`config.mk`:
```
export PLATFORM = sky130hd
export DESIGN_NAME = gamepad_report_mapper
export DESIGN_NICKNAME = d
export VERILOG_FILES = /design/src/rtl/gpm_pkg.sv /design/src/rtl/gamepad_report_mapper.sv /design/src/rtl/gpm_divider.sv
export VERILOG_INCLUDE_DIRS = /design/src /design/src/rtl
export SDC_FILE = /design/constraint.sdc
export NUM_CORES = 2
export LEC_CHECK = 0
export BUFFER_PORTS_ARGS = -buffer_cell sky130_fd_sc_hd__buf_2
export CAP_MARGIN = 0
export CORE_MARGIN = 2
export CORE_UTILIZATION = 55
export DETAILED_ROUTE_END_ITERATION = 10
export PLACE_DENSITY = 0.73
export SYNTH_ARGS = -nofsm -noshare
export SYNTH_HDL_FRONTEND = slang
export SYNTH_SLANG_ARGS = --single-unit
```
`constraint.sdc`:
```
create_clock -name clk -period 9.4 [get_ports clk]
set_clock_uncertainty 0.15 [all_clocks]
set_input_delay 1.88 -clock clk [delete_from_list [all_inputs] [get_ports clk]]
set_output_delay 1.88 -clock clk [all_outputs]
set_load 0.05 [all_outputs]
```
`src/rtl/assert_macros.svh`:
```
// ----------------------------------------------------------------------------
// Assertion macros
// Shared helpers for concurrent checks clocked on clk and disabled in reset.
// ----------------------------------------------------------------------------
`ifndef ASSERT_MACROS_SVH
`define ASSERT_MACROS_SVH

// Same-cycle implication: when ante holds, cons must hold at that edge.
`define ASSERT_IMPLIES(label, ante, cons, msg) \
	label: assert property (@(posedge clk) disable iff (!arst_n) (ante) |-> (cons)) \
		else $error(msg);

// Next-cycle implication: when ante holds, cons must hold at the following edge.
`define ASSERT_NEXT(label, ante, cons, msg) \
	label: assert property (@(posedge clk) disable iff (!arst_n) (ante) |=> (cons)) \
		else $error(msg);

`endif

```
`src/rtl/gpm_pkg.sv`:
```
// ----------------------------------------------------------------------------
// gpm_pkg
// Types and constants shared by the gamepad report mapper and its divider.
// ----------------------------------------------------------------------------
`timescale 1ns / 1ps

package gpm_pkg;

	// Stream widths.
	localparam int unsigned S_TDATA_W = 112;
	localparam int unsigned M_TDATA_W = 80;

	// Field widths.
	localparam int unsigned BTN_W     = 10;
	localparam int unsigned DOWN_W    = 14;
	localparam int unsigned STICK_W   = 16;
	localparam int unsigned RAW_W     = 32;
	localparam int unsigned DIFF_W    = 33;
	localparam int unsigned ERR_W     = 35;
	localparam int unsigned MAG_W     = 34;
	localparam int unsigned ABSD_W    = 32;
	localparam int unsigned NUM_W     = 50;
	localparam int unsigned DEN_W     = 33;
	localparam int unsigned QUOT_W    = 15;
	localparam int unsigned DZ_W      = 15;
	localparam int unsigned BITS_W    = 6;
	localparam int unsigned STEP_W    = 4;

	// Configuration port.
	localparam int unsigned CFG_IDX_W  = 3;
	localparam int unsigned CFG_DATA_W = 32;

	// Full scale in Q2.14.
	localparam logic [QUOT_W-1:0] Q_ONE = 15'd16384;

	// Register reset values.
	localparam logic [RAW_W-1:0]  AXIS_MIN_RST  = 32'd0;
	localparam logic [RAW_W-1:0]  AXIS_MAX_RST  = 32'd255;
	localparam logic [BITS_W-1:0] AXIS_BITS_RST = 6'd8;
	localparam logic [BITS_W-1:0] HAT_BITS_RST  = 6'd4;
	localparam logic [DZ_W-1:0]   DEADZONE_RST  = 15'd1966;

	typedef enum logic {
		OP_REPORT     = 1'b0,
		OP_DISCONNECT = 1'b1
	} opcode_t;

	typedef enum logic [CFG_IDX_W-1:0] {
		CFG_AXIS_MIN   = 3'd0,
		CFG_AXIS_MAX   = 3'd1,
		CFG_AXIS_BITS  = 3'd2,
		CFG_HAT_SIGNED = 3'd3,
		CFG_HAT_BITS   = 3'd4,
		CFG_DEADZONE   = 3'd5
	} cfg_index_t;

	// Request from the sequencer to the divider.
	typedef struct packed {
		logic             start;
		logic [NUM_W-1:0] num;
		logic [DEN_W-1:0] den;
	} div_req_t;

	// Status and result from the divider.
	typedef struct packed {
		logic              busy;
		logic              done;
		logic              sat;
		logic [QUOT_W-1:0] quot;
	} div_rsp_t;

endpackage

```
`src/rtl/gamepad_report_mapper.sv`:
```
// ----------------------------------------------------------------------------
// gamepad_report_mapper
// Maps parsed gamepad reports to button masks and a deadzoned Q2.14 stick.
// ----------------------------------------------------------------------------
//
// Channel   Direction  Handshake            Contents
// cfg       in         cfg_we               register index and write data
// s         in         s_tvalid / s_tready  one report or disconnect
// m         out        m_tvalid / m_tready  button masks and stick
//
// The input is not ready for the next item until the last one is through;
// a report runs each present axis in turn through the shared serial divider,
// unless the axis limits are equal. A disconnect never uses the divider.
// A report with no button field is dropped in the accepting cycle.
// The output register lets the next item enter while a result waits; the
// sequencer only stalls in its final cycle if that register is still full.
// Reset restores the register defaults and clears the held state.
//
`timescale 1ns / 1ps
`include "assert_macros.svh"

module gamepad_report_mapper (
	input  logic                              clk,
	input  logic                              arst_n,
	// Configuration writes.
	input  logic                              cfg_we,
	input  logic [gpm_pkg::CFG_IDX_W-1:0]     cfg_index,
	input  logic [gpm_pkg::CFG_DATA_W-1:0]    cfg_data,
	// Input stream.
	input  logic                              s_tvalid,
	output logic                              s_tready,
	// button_usages, buttons_present, x_present, x_raw, y_present, y_raw,
	// hat_present, hat_raw, zero fill
	input  logic [gpm_pkg::S_TDATA_W-1:0]     s_tdata,
	// opcode
	input  logic [0:0]                        s_tuser,
	// Output stream.
	output logic                              m_tvalid,
	input  logic                              m_tready,
	// buttons_down, buttons_pressed, buttons_released, stick_x, stick_y,
	// zero fill
	output logic [gpm_pkg::M_TDATA_W-1:0]     m_tdata
);

	typedef enum logic [10:0] {
		S_IDLE   = 11'b000_0000_0001,
		S_HAT    = 11'b000_0000_0010,
		S_AXIS   = 11'b000_0000_0100,
		S_PREP_A = 11'b000_0000_1000,
		S_PREP_B = 11'b000_0001_0000,
		S_PREP_C = 11'b000_0010_0000,
		S_PREP_D = 11'b000_0100_0000,
		S_PREP_E = 11'b000_1000_0000,
		S_DIV    = 11'b001_0000_0000,
		S_ROUND  = 11'b010_0000_0000,
		S_FIN    = 11'b100_0000_0000
	} state_t;

	// Sign-extend a raw field by its configured width.
	function automatic logic [gpm_pkg::RAW_W-1:0] sign_ext(
		input logic [gpm_pkg::RAW_W-1:0]  raw,
		input logic                       ext,
		input logic [gpm_pkg::BITS_W-1:0] bits
	);
		logic [4:0]                sh;
		logic [gpm_pkg::RAW_W-1:0] up;
		sh = 5'(6'd32 - bits);
		up = raw << sh;
		if (!ext || (bits == '0) || (bits > 6'd32)) begin
			return raw;
		end
		return $unsigned($signed(up) >>> sh);
	endfunction

	// Zero a stick value whose magnitude is within the deadzone.
	function automatic logic [gpm_pkg::STICK_W-1:0] dead_zone(
		input logic [gpm_pkg::STICK_W-1:0] v,
		input logic [gpm_pkg::DZ_W-1:0]    dz
	);
		logic [gpm_pkg::STICK_W-1:0] mag;
		mag = v[gpm_pkg::STICK_W-1] ? (~v + 1'b1) : v;
		return (mag <= {1'b0, dz}) ? '0 : v;
	endfunction

	// Configuration registers.
	logic [gpm_pkg::RAW_W-1:0]   axis_min_q;
	logic [gpm_pkg::RAW_W-1:0]   axis_max_q;
	logic [gpm_pkg::BITS_W-1:0]  axis_bits_q;
	logic                        hat_signed_q;
	logic [gpm_pkg::BITS_W-1:0]  hat_bits_q;
	logic [gpm_pkg::DZ_W-1:0]    deadzone_q;

	// Captured input transaction.
	logic [gpm_pkg::BTN_W-1:0]   btn_q;
	logic                        x_present_q;
	logic [gpm_pkg::RAW_W-1:0]   x_raw_q;
	logic                        y_present_q;
	logic [gpm_pkg::RAW_W-1:0]   y_raw_q;
	logic                        hat_present_q;
	logic [gpm_pkg::RAW_W-1:0]   hat_raw_q;

	// Sequencer and working registers.
	state_t                      state_q;
	logic                        axis_y_q;
	logic                        disc_q;
	logic [gpm_pkg::DOWN_W-1:0]  down_q;
	logic [gpm_pkg::RAW_W-1:0]   val_q;
	logic [gpm_pkg::DIFF_W-1:0]  d_q;
	logic [gpm_pkg::DIFF_W-1:0]  diff_q;
	logic [gpm_pkg::ERR_W-1:0]   err_q;
	logic [gpm_pkg::ABSD_W-1:0]  absd_q;
	logic                        dzero_q;
	logic [gpm_pkg::MAG_W-1:0]   mag_q;
	logic                        neg_q;
	logic [gpm_pkg::STICK_W-1:0] sx_q;
	logic [gpm_pkg::STICK_W-1:0] sy_q;

	// Held state between reports.
	logic [gpm_pkg::DOWN_W-1:0]  held_btn_q;
	logic [gpm_pkg::STICK_W-1:0] held_sx_q;
	logic [gpm_pkg::STICK_W-1:0] held_sy_q;

	// Output register.
	logic                        ob_valid_q;
	logic [gpm_pkg::DOWN_W-1:0]  ob_down_q;
	logic [gpm_pkg::DOWN_W-1:0]  ob_pressed_q;
	logic [gpm_pkg::DOWN_W-1:0]  ob_released_q;
	logic [gpm_pkg::STICK_W-1:0] ob_sx_q;
	logic [gpm_pkg::STICK_W-1:0] ob_sy_q;

	// Combinational helpers.
	logic                        in_accept;
	logic [gpm_pkg::RAW_W-1:0]   cur_raw;
	logic                        cur_present;
	logic [gpm_pkg::RAW_W-1:0]   axis_ext;
	logic [gpm_pkg::RAW_W-1:0]   hat_val;
	logic                        hat_ok;
	logic [3:0]                  dpad;
	logic [gpm_pkg::DIFF_W-1:0]  d_neg;
	logic [gpm_pkg::ERR_W-1:0]   err_neg;
	logic [gpm_pkg::QUOT_W-1:0]  quot_clamp;
	logic [gpm_pkg::QUOT_W-1:0]  round_mag;
	logic                        round_neg;
	logic [gpm_pkg::STICK_W-1:0] mag_ext;
	logic [gpm_pkg::STICK_W-1:0] round_val;
	logic [gpm_pkg::DOWN_W-1:0]  fin_down;
	logic [gpm_pkg::STICK_W-1:0] fin_sx;
	logic [gpm_pkg::STICK_W-1:0] fin_sy;
	logic                        fin_ok;

	gpm_pkg::div_req_t           div_req;
	gpm_pkg::div_rsp_t           div_rsp;

	// Handshakes.
	assign s_tready  = (state_q == S_IDLE);
	assign in_accept = s_tvalid && s_tready;
	assign m_tvalid  = ob_valid_q;
	assign m_tdata   = {6'd0, ob_sy_q, ob_sx_q, ob_released_q, ob_pressed_q, ob_down_q};

	// Configuration writes; indexes beyond the list are ignored.
	always_ff @(posedge clk or negedge arst_n) begin
		if (!arst_n) begin
			axis_min_q   <= gpm_pkg::AXIS_MIN_RST;
			axis_max_q   <= gpm_pkg::AXIS_MAX_RST;
			axis_bits_q  <= gpm_pkg::AXIS_BITS_RST;
			hat_signed_q <= 1'b0;
			hat_bits_q   <= gpm_pkg::HAT_BITS_RST;
			deadzone_q   <= gpm_pkg::DEADZONE_RST;
		end else if (cfg_we) begin
			unique case (cfg_index)
				gpm_pkg::CFG_AXIS_MIN:   axis_min_q   <= cfg_data;
				gpm_pkg::CFG_AXIS_MAX:   axis_max_q   <= cfg_data;
				gpm_pkg::CFG_AXIS_BITS:  axis_bits_q  <= cfg_data[gpm_pkg::BITS_W-1:0];
				gpm_pkg::CFG_HAT_SIGNED: hat_signed_q <= cfg_data[0];
				gpm_pkg::CFG_HAT_BITS:   hat_bits_q   <= cfg_data[gpm_pkg::BITS_W-1:0];
				gpm_pkg::CFG_DEADZONE:   deadzone_q   <= cfg_data[gpm_pkg::DZ_W-1:0];
				default: begin
				end
			endcase
		end
	end

	// Operand selection for the axis being worked on.
	assign cur_raw     = axis_y_q ? y_raw_q : x_raw_q;
	assign cur_present = axis_y_q ? y_present_q : x_present_q;
	assign axis_ext    = sign_ext(cur_raw, axis_min_q[gpm_pkg::RAW_W-1], axis_bits_q);

	// Hat decode: only directions 0 to 7 light the d-pad.
	assign hat_val = sign_ext(hat_raw_q, hat_signed_q, hat_bits_q);
	assign hat_ok  = hat_present_q && (hat_val[gpm_pkg::RAW_W-1:3] == '0);

	always_comb begin
		dpad = 4'b0000;
		if (hat_ok) begin
			unique case (hat_val[2:0])
				3'd0:    dpad = 4'b0001;
				3'd1:    dpad = 4'b0011;
				3'd2:    dpad = 4'b0010;
				3'd3:    dpad = 4'b0110;
				3'd4:    dpad = 4'b0100;
				3'd5:    dpad = 4'b1100;
				3'd6:    dpad = 4'b1000;
				default: dpad = 4'b1001;
			endcase
		end
	end

	// Negations used while preparing the division operands.
	assign d_neg   = ~d_q + 1'b1;
	assign err_neg = ~err_q + 1'b1;

	// Divider request: numerator |e| * 2^15 + |d|, denominator 2 * |d|.
	assign div_req.start = (state_q == S_PREP_E) && !dzero_q;
	assign div_req.num   = gpm_pkg::NUM_W'({mag_q, {gpm_pkg::QUOT_W{1'b0}}})
		+ gpm_pkg::NUM_W'(absd_q);
	assign div_req.den   = {absd_q, 1'b0};

	gpm_divider u_div (
		.clk    (clk),
		.arst_n (arst_n),
		.req    (div_req),
		.rsp    (div_rsp)
	);

	// Clamp to full scale and apply the sign; Y is negated so up is positive.
	assign quot_clamp = (div_rsp.sat || (div_rsp.quot > gpm_pkg::Q_ONE))
		? gpm_pkg::Q_ONE : div_rsp.quot;
	assign round_mag  = dzero_q ? '0 : quot_clamp;
	assign round_neg  = neg_q ^ axis_y_q;
	assign mag_ext    = gpm_pkg::STICK_W'(round_mag);
	assign round_val  = round_neg ? (~mag_ext + 1'b1) : mag_ext;

	// Final result; a disconnect releases everything.
	assign fin_down = disc_q ? '0 : down_q;
	assign fin_sx   = disc_q ? '0 : dead_zone(sx_q, deadzone_q);
	assign fin_sy   = disc_q ? '0 : dead_zone(sy_q, deadzone_q);
	assign fin_ok   = (state_q == S_FIN) && (!ob_valid_q || m_tready);

	// Sequencer, held state and output valid.
	always_ff @(posedge clk or negedge arst_n) begin
		if (!arst_n) begin
			state_q    <= S_IDLE;
			axis_y_q   <= 1'b0;
			disc_q     <= 1'b0;
			ob_valid_q <= 1'b0;
			held_btn_q <= '0;
			held_sx_q  <= '0;
			held_sy_q  <= '0;
		end else begin
			if (fin_ok) begin
				ob_valid_q <= 1'b1;
				held_btn_q <= fin_down;
				held_sx_q  <= fin_sx;
				held_sy_q  <= fin_sy;
			end else if (m_tready) begin
				ob_valid_q <= 1'b0;
			end

			unique case (state_q)
				S_IDLE: begin
					if (s_tvalid) begin
						axis_y_q <= 1'b0;
						if (s_tuser[0] == gpm_pkg::OP_DISCONNECT) begin
							disc_q  <= 1'b1;
							state_q <= S_FIN;
						end else begin
							disc_q <= 1'b0;
							if (s_tdata[10]) begin
								state_q <= S_HAT;
							end
						end
					end
				end
				S_HAT: state_q <= S_AXIS;
				S_AXIS: begin
					if (cur_present) begin
						state_q <= S_PREP_A;
					end else if (axis_y_q) begin
						state_q <= S_FIN;
					end else begin
						axis_y_q <= 1'b1;
					end
				end
				S_PREP_A: state_q <= S_PREP_B;
				S_PREP_B: state_q <= S_PREP_C;
				S_PREP_C: state_q <= S_PREP_D;
				S_PREP_D: state_q <= S_PREP_E;
				S_PREP_E: state_q <= dzero_q ? S_ROUND : S_DIV;
				S_DIV: begin
					if (div_rsp.done) begin
						state_q <= S_ROUND;
					end
				end
				S_ROUND: begin
					if (axis_y_q) begin
						state_q <= S_FIN;
					end else begin
						axis_y_q <= 1'b1;
						state_q  <= S_AXIS;
					end
				end
				S_FIN: begin
					if (fin_ok) begin
						state_q <= S_IDLE;
					end
				end
				default: state_q <= S_IDLE;
			endcase
		end
	end

	// Datapath registers.
	always_ff @(posedge clk) begin
		if (in_accept) begin
			btn_q         <= s_tdata[9:0];
			x_present_q   <= s_tdata[11];
			x_raw_q       <= s_tdata[43:12];
			y_present_q   <= s_tdata[44];
			y_raw_q       <= s_tdata[76:45];
			hat_present_q <= s_tdata[77];
			hat_raw_q     <= s_tdata[109:78];
		end

		unique case (state_q)
			S_HAT: down_q <= {dpad, btn_q};
			S_AXIS: begin
				// An absent axis keeps the held value.
				if (!cur_present) begin
					if (axis_y_q) begin
						sy_q <= held_sy_q;
					end else begin
						sx_q <= held_sx_q;
					end
				end
			end
			S_PREP_A: begin
				val_q <= axis_ext;
				d_q   <= {axis_max_q[gpm_pkg::RAW_W-1], axis_max_q}
					- {axis_min_q[gpm_pkg::RAW_W-1], axis_min_q};
			end
			S_PREP_B: begin
				diff_q <= {val_q[gpm_pkg::RAW_W-1], val_q}
					- {axis_min_q[gpm_pkg::RAW_W-1], axis_min_q};
			end
			S_PREP_C: begin
				// e = 2 * (v - min) - d
				err_q   <= {diff_q[gpm_pkg::DIFF_W-1], diff_q, 1'b0}
					- {{2{d_q[gpm_pkg::DIFF_W-1]}}, d_q};
				absd_q  <= d_q[gpm_pkg::DIFF_W-1] ? d_neg[gpm_pkg::ABSD_W-1:0]
					: d_q[gpm_pkg::ABSD_W-1:0];
				dzero_q <= (d_q == '0);
			end
			S_PREP_D: begin
				mag_q <= err_q[gpm_pkg::ERR_W-1] ? err_neg[gpm_pkg::MAG_W-1:0]
					: err_q[gpm_pkg::MAG_W-1:0];
				neg_q <= err_q[gpm_pkg::ERR_W-1] ^ d_q[gpm_pkg::DIFF_W-1];
			end
			S_ROUND: begin
				if (axis_y_q) begin
					sy_q <= round_val;
				end else begin
					sx_q <= round_val;
				end
			end
			default: begin
			end
		endcase

		if (fin_ok) begin
			ob_down_q     <= fin_down;
			ob_pressed_q  <= fin_down & ~held_btn_q;
			ob_released_q <= held_btn_q & ~fin_down;
			ob_sx_q       <= fin_sx;
			ob_sy_q       <= fin_sy;
		end
	end

	// Checks.
	`ASSERT_IMPLIES(a_div_start_idle, div_req.start, !div_rsp.busy, "divider restarted while busy")
	`ASSERT_IMPLIES(a_div_done_in_div, div_rsp.done, state_q == S_DIV, "divider done outside wait")
	`ASSERT_IMPLIES(a_stick_range, m_tvalid, ($signed(ob_sx_q) >= -16'sd16384) && ($signed(ob_sx_q) <= 16'sd16384) && ($signed(ob_sy_q) >= -16'sd16384) && ($signed(ob_sy_q) <= 16'sd16384), "stick out of range")
	`ASSERT_IMPLIES(a_press_release, m_tvalid, (ob_pressed_q & ob_released_q) == '0, "button pressed and released at once")
	`ASSERT_NEXT(a_held_stable, !fin_ok, $stable(held_btn_q), "held buttons changed without a result")

endmodule

```
`src/rtl/gpm_divider.sv`:
```
// ----------------------------------------------------------------------------
// gpm_divider
// Restoring divider, one quotient bit per cycle, flagging quotients of 2^15 or more.
// ----------------------------------------------------------------------------
`timescale 1ns / 1ps

module gpm_divider (
	input  logic               clk,
	input  logic               arst_n,
	input  gpm_pkg::div_req_t  req,
	output gpm_pkg::div_rsp_t  rsp
);

	localparam logic [gpm_pkg::STEP_W-1:0] FIRST_STEP = gpm_pkg::STEP_W'(gpm_pkg::QUOT_W);

	logic                        busy_q;
	logic [gpm_pkg::STEP_W-1:0]  cnt_q;
	logic [gpm_pkg::NUM_W-1:0]   rem_q;
	logic [gpm_pkg::NUM_W-1:0]   dsh_q;
	logic [gpm_pkg::QUOT_W-1:0]  quot_q;
	logic                        sat_q;

	logic                        fits;
	logic [gpm_pkg::NUM_W-1:0]   rem_sub;

	// Shared compare and subtract against the shifted divisor.
	assign fits    = (rem_q >= dsh_q);
	assign rem_sub = rem_q - dsh_q;

	// Step counter: the first step only tests for overflow.
	always_ff @(posedge clk or negedge arst_n) begin
		if (!arst_n) begin
			busy_q <= 1'b0;
			cnt_q  <= '0;
		end else if (req.start) begin
			busy_q <= 1'b1;
			cnt_q  <= FIRST_STEP;
		end else if (busy_q) begin
			if (cnt_q == '0) begin
				busy_q <= 1'b0;
			end else begin
				cnt_q <= cnt_q - 1'b1;
			end
		end
	end

	// Remainder, divisor and quotient datapath.
	always_ff @(posedge clk) begin
		if (req.start) begin
			rem_q  <= req.num;
			dsh_q  <= gpm_pkg::NUM_W'({req.den, {gpm_pkg::QUOT_W{1'b0}}});
			quot_q <= '0;
			sat_q  <= 1'b0;
		end else if (busy_q) begin
			if (cnt_q == FIRST_STEP) begin
				sat_q <= fits;
			end else begin
				quot_q <= {quot_q[gpm_pkg::QUOT_W-2:0], fits};
				if (fits) begin
					rem_q <= rem_sub;
				end
			end
			dsh_q <= dsh_q >> 1;
		end
	end

	assign rsp.busy = busy_q;
	assign rsp.done = busy_q && (cnt_q == '0);
	assign rsp.sat  = sat_q;
	assign rsp.quot = quot_q;

endmodule

```
# == Word-level counts from Yosys, hierarchy flattened ==
# Index checks and enable logic that the tools add are counted.
# op_classes
n_addsub,13
muxes,57
bitwise_logic,12
n_reduce_logical,42
magnitude_cmp,6
eq_ne,35
shift,4
# op_table
op,n
$mux W16,13
$mux W50,4
$mux W32,6
$pmux W11 S11,1
$mux W48,2
$mux W11,8
$sub A32 B32 Y33,2
$pmux W16 S2,2
$shl A32 B5 Y32,2
$sshr A32 B5 Y32,2
$add A49 B32 Y50,1
$ge A50 B48 Y1,1
$sub A50 B48 Y50,1
$add A16 B1 Y16 const B,3
$sub A34 B33 Y35,1
$add A34 B1 Y34 const B,1
$mux W34,1
$not A34 Y34,1
$logic_not A33 Y1,1
$add A32 B1 Y32 const B,1
$le A16 B15 Y1,2
$not A16 Y16,2
$not A32 Y32,1
$mux W15,2
other kinds (46),108
# totals
input_bits,153
out_inout_bits,82
register_bits,701

# == Longest topological paths before layout ==
# depth
ltp_word,9
mapped_depth,22
ltp_nobuf,17

# == Cells and area by module ==
# A second synthesis with hierarchy kept.
# unflattened
hier_cells,4229
hier_area_um2,43893.3
# modules_own_cells
module,seq_area_each_um2,area_each_um2,n_inst,cells_each
gamepad_report_mapper,16709.8,36030.8,1,3338
gpm_divider,3238.1,7862.5,1,891

# == Worst setup path before layout ==
# OpenSTA, ideal clock, no wires.
# synth_path
path_kind,register to register
from,register u_div.rem_q[0] (netlist name)
to,register u_div.rem_q[0] (netlist name) (enable)
t_required_ns,8.723
path_buffers,0
arrival_ns,6.264
stages_incl_launch_ff,14
period_less_slack_ns,6.940
path_slack_ns,2.460
setup_time_ns,0.527
path_cell_list,edfxtp_1 inv_1 ha_1 fa_1 nor2b_1 o21ai_0 a21boi_0 o2111ai_1 a211oi_1 o211ai_1 a31o_2 o2111ai_1 a21oi_1 o21ai_0
# synth_via
elab_chain_cells,3
# synth_lines
element,line,rtl
from (decl),gpm_divider.sv:18,logic [gpm_pkg::NUM_W-1:0] rem_q;
from (signal assigned),gpm_divider.sv:50,rem_q <= req.num;
from (signal assigned),gpm_divider.sv:60,rem_q <= rem_sub;
$ge A50 B48 Y1,gpm_divider.sv:27,assign fits = (rem_q >= dsh_q);
$reduce_bool A2 Y1 (no line),--,
$reduce_and A3 Y1 (no line),--,
# No other way between the ends.
# A chain may end at the register's enable or synchronous reset.

# == Worst setup path in the final report ==
# layout_path
from,register hat_bits_q[0] (netlist name)
to,register down_q[13] (netlist name) (data pin)
# layout_via
elab_chain_cells,7
# layout_lines
element,line,rtl
from (decl),gamepad_report_mapper.sv:90,logic [gpm_pkg::BITS_W-1:0] hat_bits_q;
from (signal assigned),gamepad_report_mapper.sv:167,hat_bits_q <= gpm_pkg::HAT_BITS_RST;
from (signal assigned),gamepad_report_mapper.sv:175,gpm_pkg::CFG_HAT_BITS: hat_bits_q <= cfg_data[gpm_pkg::BITS_W-1:0];
"parallel branches: the longest is 4 deep, another holds $sub A1 B5 Y5",--,
$mux W32 (*),gamepad_report_mapper.sv:72,return $unsigned($signed(up) >>> sh);
$eq A3 B3 Y1 (tied with other cells),gamepad_report_mapper.sv:195,unique case (hat_val[2:0])
$pmux W4 S7 or $logic_and A1 B1 Y1 (tied branches),"gamepad_report_mapper.sv:195, gamepad_report_mapper.sv:190",
to (signal assigned),gamepad_report_mapper.sv:325,"S_HAT: down_q <= {dpad, btn_q};"
to (decl),gamepad_report_mapper.sv:106,logic [gpm_pkg::DOWN_W-1:0] down_q;
# Every way passes the cells marked *.

==> key figures <==
Die
  – Io pins: 235
  – Chip width: 283 microns
  – Die area: 80200 sq um
  – Row cnt: 102
  – Die height: 283 microns
  – Area of the core: 77300 sq um
  – Initial Utilization: 55.4%

Timing
  – Hold Fails Final Rpt: 0
  – Final TNS setup: 0 ns
  – Setup violations, final: 0
  – Rel. slew slack: 15.3%
  – RSZ-0062 raised after global routing: false
  – Fmax achieved: 160 MHz
  – Slew Viols, Final: 0
  – Minimum clock period: 6.25 ns
  – Final period util: 66.5%
  – Worst-margin pin slew: 1.27 ns

CTS
  – Clock transition at path regs: 0.06 ns
  – CTS buffer count: 76
  – CTS hold repair buffers: 0
  – TritonCTS clock tree: built
  – Number of post-CTS setup repair buffers: 0
  – Clock sink count: 700
  – Clock latency on the worst-skew pair: 0.63 ns
  – Bufs on Longest Clock Path: 3
  – Cts repair resizes: 0
  – CTS Root Cell: clkbuf_16
  – H-tree levels: 3

Detailed routing
  – Pre-antenna DRT Iters: 6
  – DR iter-0 viols: 2641
  – Vias per inst: 5.97
  – Routed Antenna Nets: 0
  – Vias: 31900
  – Drt total wl: 106000 microns
  – WL/cell: 19.9 microns
  – Residual DRC count: 0

Finish
  – Layout Cells excl Fill: 5344
  – Register area: 19900 sq um
  – Layout cells sized above 1: 15.5%
  – Most frequent cells in the layout: edfxtp_1 (511), nand2_1 (407), nor2_1 (284)
  – Commonest non-fill, non-tap cell in the layout: edfxtp_1
  – Footprint of the multi-input gates: 21600 sq um
  – Area grow syn2layout: 10.9%
  – Nets: 4599
  – Layout filler cell count: 6347

Setup path
  – Startpoint Class: register
  – Critical Path Fanout Max: 59
  – Required time of the critical path: 9.72 ns
  – WP data arrival: 6.56 ns
  – CP Class: reg -> reg
  – Critical Path End Type: register
  – R2R Setup Slk: 3.15 ns

Logic synthesis
  – Asr flop ratio synth: 22.4%
  – Synth Flop Type: edfxtp_1
  – Synth Cell Area: 42900 sq um
  – Seq/Total Area, Yosys: 46.5%
  – Cells after Synth: 4072
  – Synthesis warning total: 0
  – Post-synthesis register bit count: 700
  – Synth cell types: 101
  – EDFF count, synth: 511
  – Avg Inst Size Synth: 10.5 sq um

Global routing
  – Overall Global Routing Usage: 26.0%
  – Antenna violations before repair: 5
  – GR Overflow Total: 0
  – First-pass GRT wire length: 167000 microns
  – Vias in the first global route: 30200
  – Largest net degree at the start of global routing: 95

Power
  – Total Power: 0.0123 W
  – Leakage: 18.7 nW
  – Maximum VDD drop: 0.000252 V
  – PD cells: 259 nW/um^2

Placement
  – Placed insts: 5202
  – IO Port Bufs: 226
  – Routability Congestion: 0.933
  – Post-detail-place hpwl: 78400 microns

Run
  – Max cap viols: 0

Hold path
  – Worst hold path class: reg -> reg

Outcome
  – Outcome: finished, final reports clean
## synthesized netlist by cell type, types with 36 or more instances
cell / instances / area [sq um]
nand4_1: 38 / 238
o21ai_0: 268 / 1340
nor3_1: 55 / 275
ha_1: 201 / 2510
o31ai_1: 59 / 443
nor2_1: 286 / 1070
xor2_1: 74 / 648
mux4_2: 75 / 1690
nand3_1: 72 / 360
a21oi_1: 239 / 1200
mux2i_1: 136 / 1360
mux2_2: 105 / 1180
clkbuf_1: 127 / 477
o21a_1: 52 / 390
a211oi_1: 36 / 270
or3_1: 39 / 244
nand2_1: 408 / 1530
dfrtp_1: 138 / 3450
nand2b_1: 55 / 344
inv_1: 203 / 762
xnor2_1: 187 / 1640
and2_1: 69 / 432
a21o_1: 101 / 758
edfxtp_1: 511 / 15300
## metal layers
layer,wire [microns],GRT usage [%]
met1,45600,35.2
met2,50400,42.8
met3,6430,3.80
met4,3970,9.31
met5,55,0
## flip-flops by register name, indices dropped and copies added (netlist names), 31 cells and up
signal / cells
u_div.rem_q: 50
u_div.dsh_q: 48
err_q: 35
mag_q: 34
d_q: 33
diff_q: 33
axis_max_q: 32
axis_min_q: 32
hat_raw_q: 32
val_q: 32
x_raw_q: 32
y_raw_q: 32
absd_q: 31
## power breakdown
group | internal (W) | switching (W)
registers | 0.00393 | 0.000283
logic | 0.00200 | 0.00312
clock network | 0.00175 | 0.00122
## worst max-delay path, cell delays in order, from the launching register on
cell     delay, ns
dfrtp_2       0.33
buf_4         0.66
inv_2         0.42
ha_2          0.95
buf_4         0.49
mux4_2        0.42
mux2i_1       0.35
mux2i_1       0.12
mux2i_1       0.35
a32oi_1       0.14
a22oi_2       0.21
a41oi_1       0.20
o22a_1        0.25
o41a_1        0.32
o41ai_2       0.31
o21ai_2       0.18
nor3b_2       0.21
## path summary, 6_finish.rpt
check | to | cells past startpoint | start
min | down_q[4]$_DFFE_PN_ | 0 | btn_q[4]$_DFFE_PP_
min in group asynchronous | m_tvalid$_DFFE_PN0P_ | 1 | arst_n
max reg2reg | down_q[13]$_SDFFCE_PN0N_ | 16 | hat_bits_q[0]$_DFFE_PN0P_
max in group asynchronous | hat_bits_q[0]$_DFFE_PN0P_ | 2 | arst_n
min reg2reg | down_q[4]$_DFFE_PN_ | 0 | btn_q[4]$_DFFE_PP_
max | down_q[13]$_SDFFCE_PN0N_ | 16 | hat_bits_q[0]$_DFFE_PN0P_
## final cells by class
type | instances | share of cell area, %
Multi-Input combinational cell | 2984 | 45.3
Sequential cell | 700 | 42.0
Clock buffer | 98 | 4.33
Timing Repair Buffer | 269 | 3.07
Tap cell | 1040 | 2.74
Inverter | 209 | 1.66
Clock inverter | 43 | 0.905
Antenna cell | 1 | 0.00526
## through the flow
stage	instance area (sq um)	hold slack [ns]	setup WS [ns]	utilization (%)
after global placement	45000	0.252	3.20	58.2
after detailed placement	45000	0.255	3.14	58.2
after CTS	47500	0.265	3.18	61.5
after floorplan	42900	0.250	2.46	-
after global routing	47500	0.271	2.73	61.5
final	47500	0.263	3.15	61.5
## cells by family after synthesis
| logic type | share of synthesized area, % |
|---|---|
| xor gates and xnor gates | 5.40 |
| muxes | 10.0 |
| and+or+nand+nor | 12.9 |
| AOI/OAI and AO/OA | 15.4 |
| adders and majority gates | 6.10 |
| other | 0.00875 |
| buffers and inverters | 3.72 |
| DFF | 46.5 |
(Power assumes the default switching activity.)
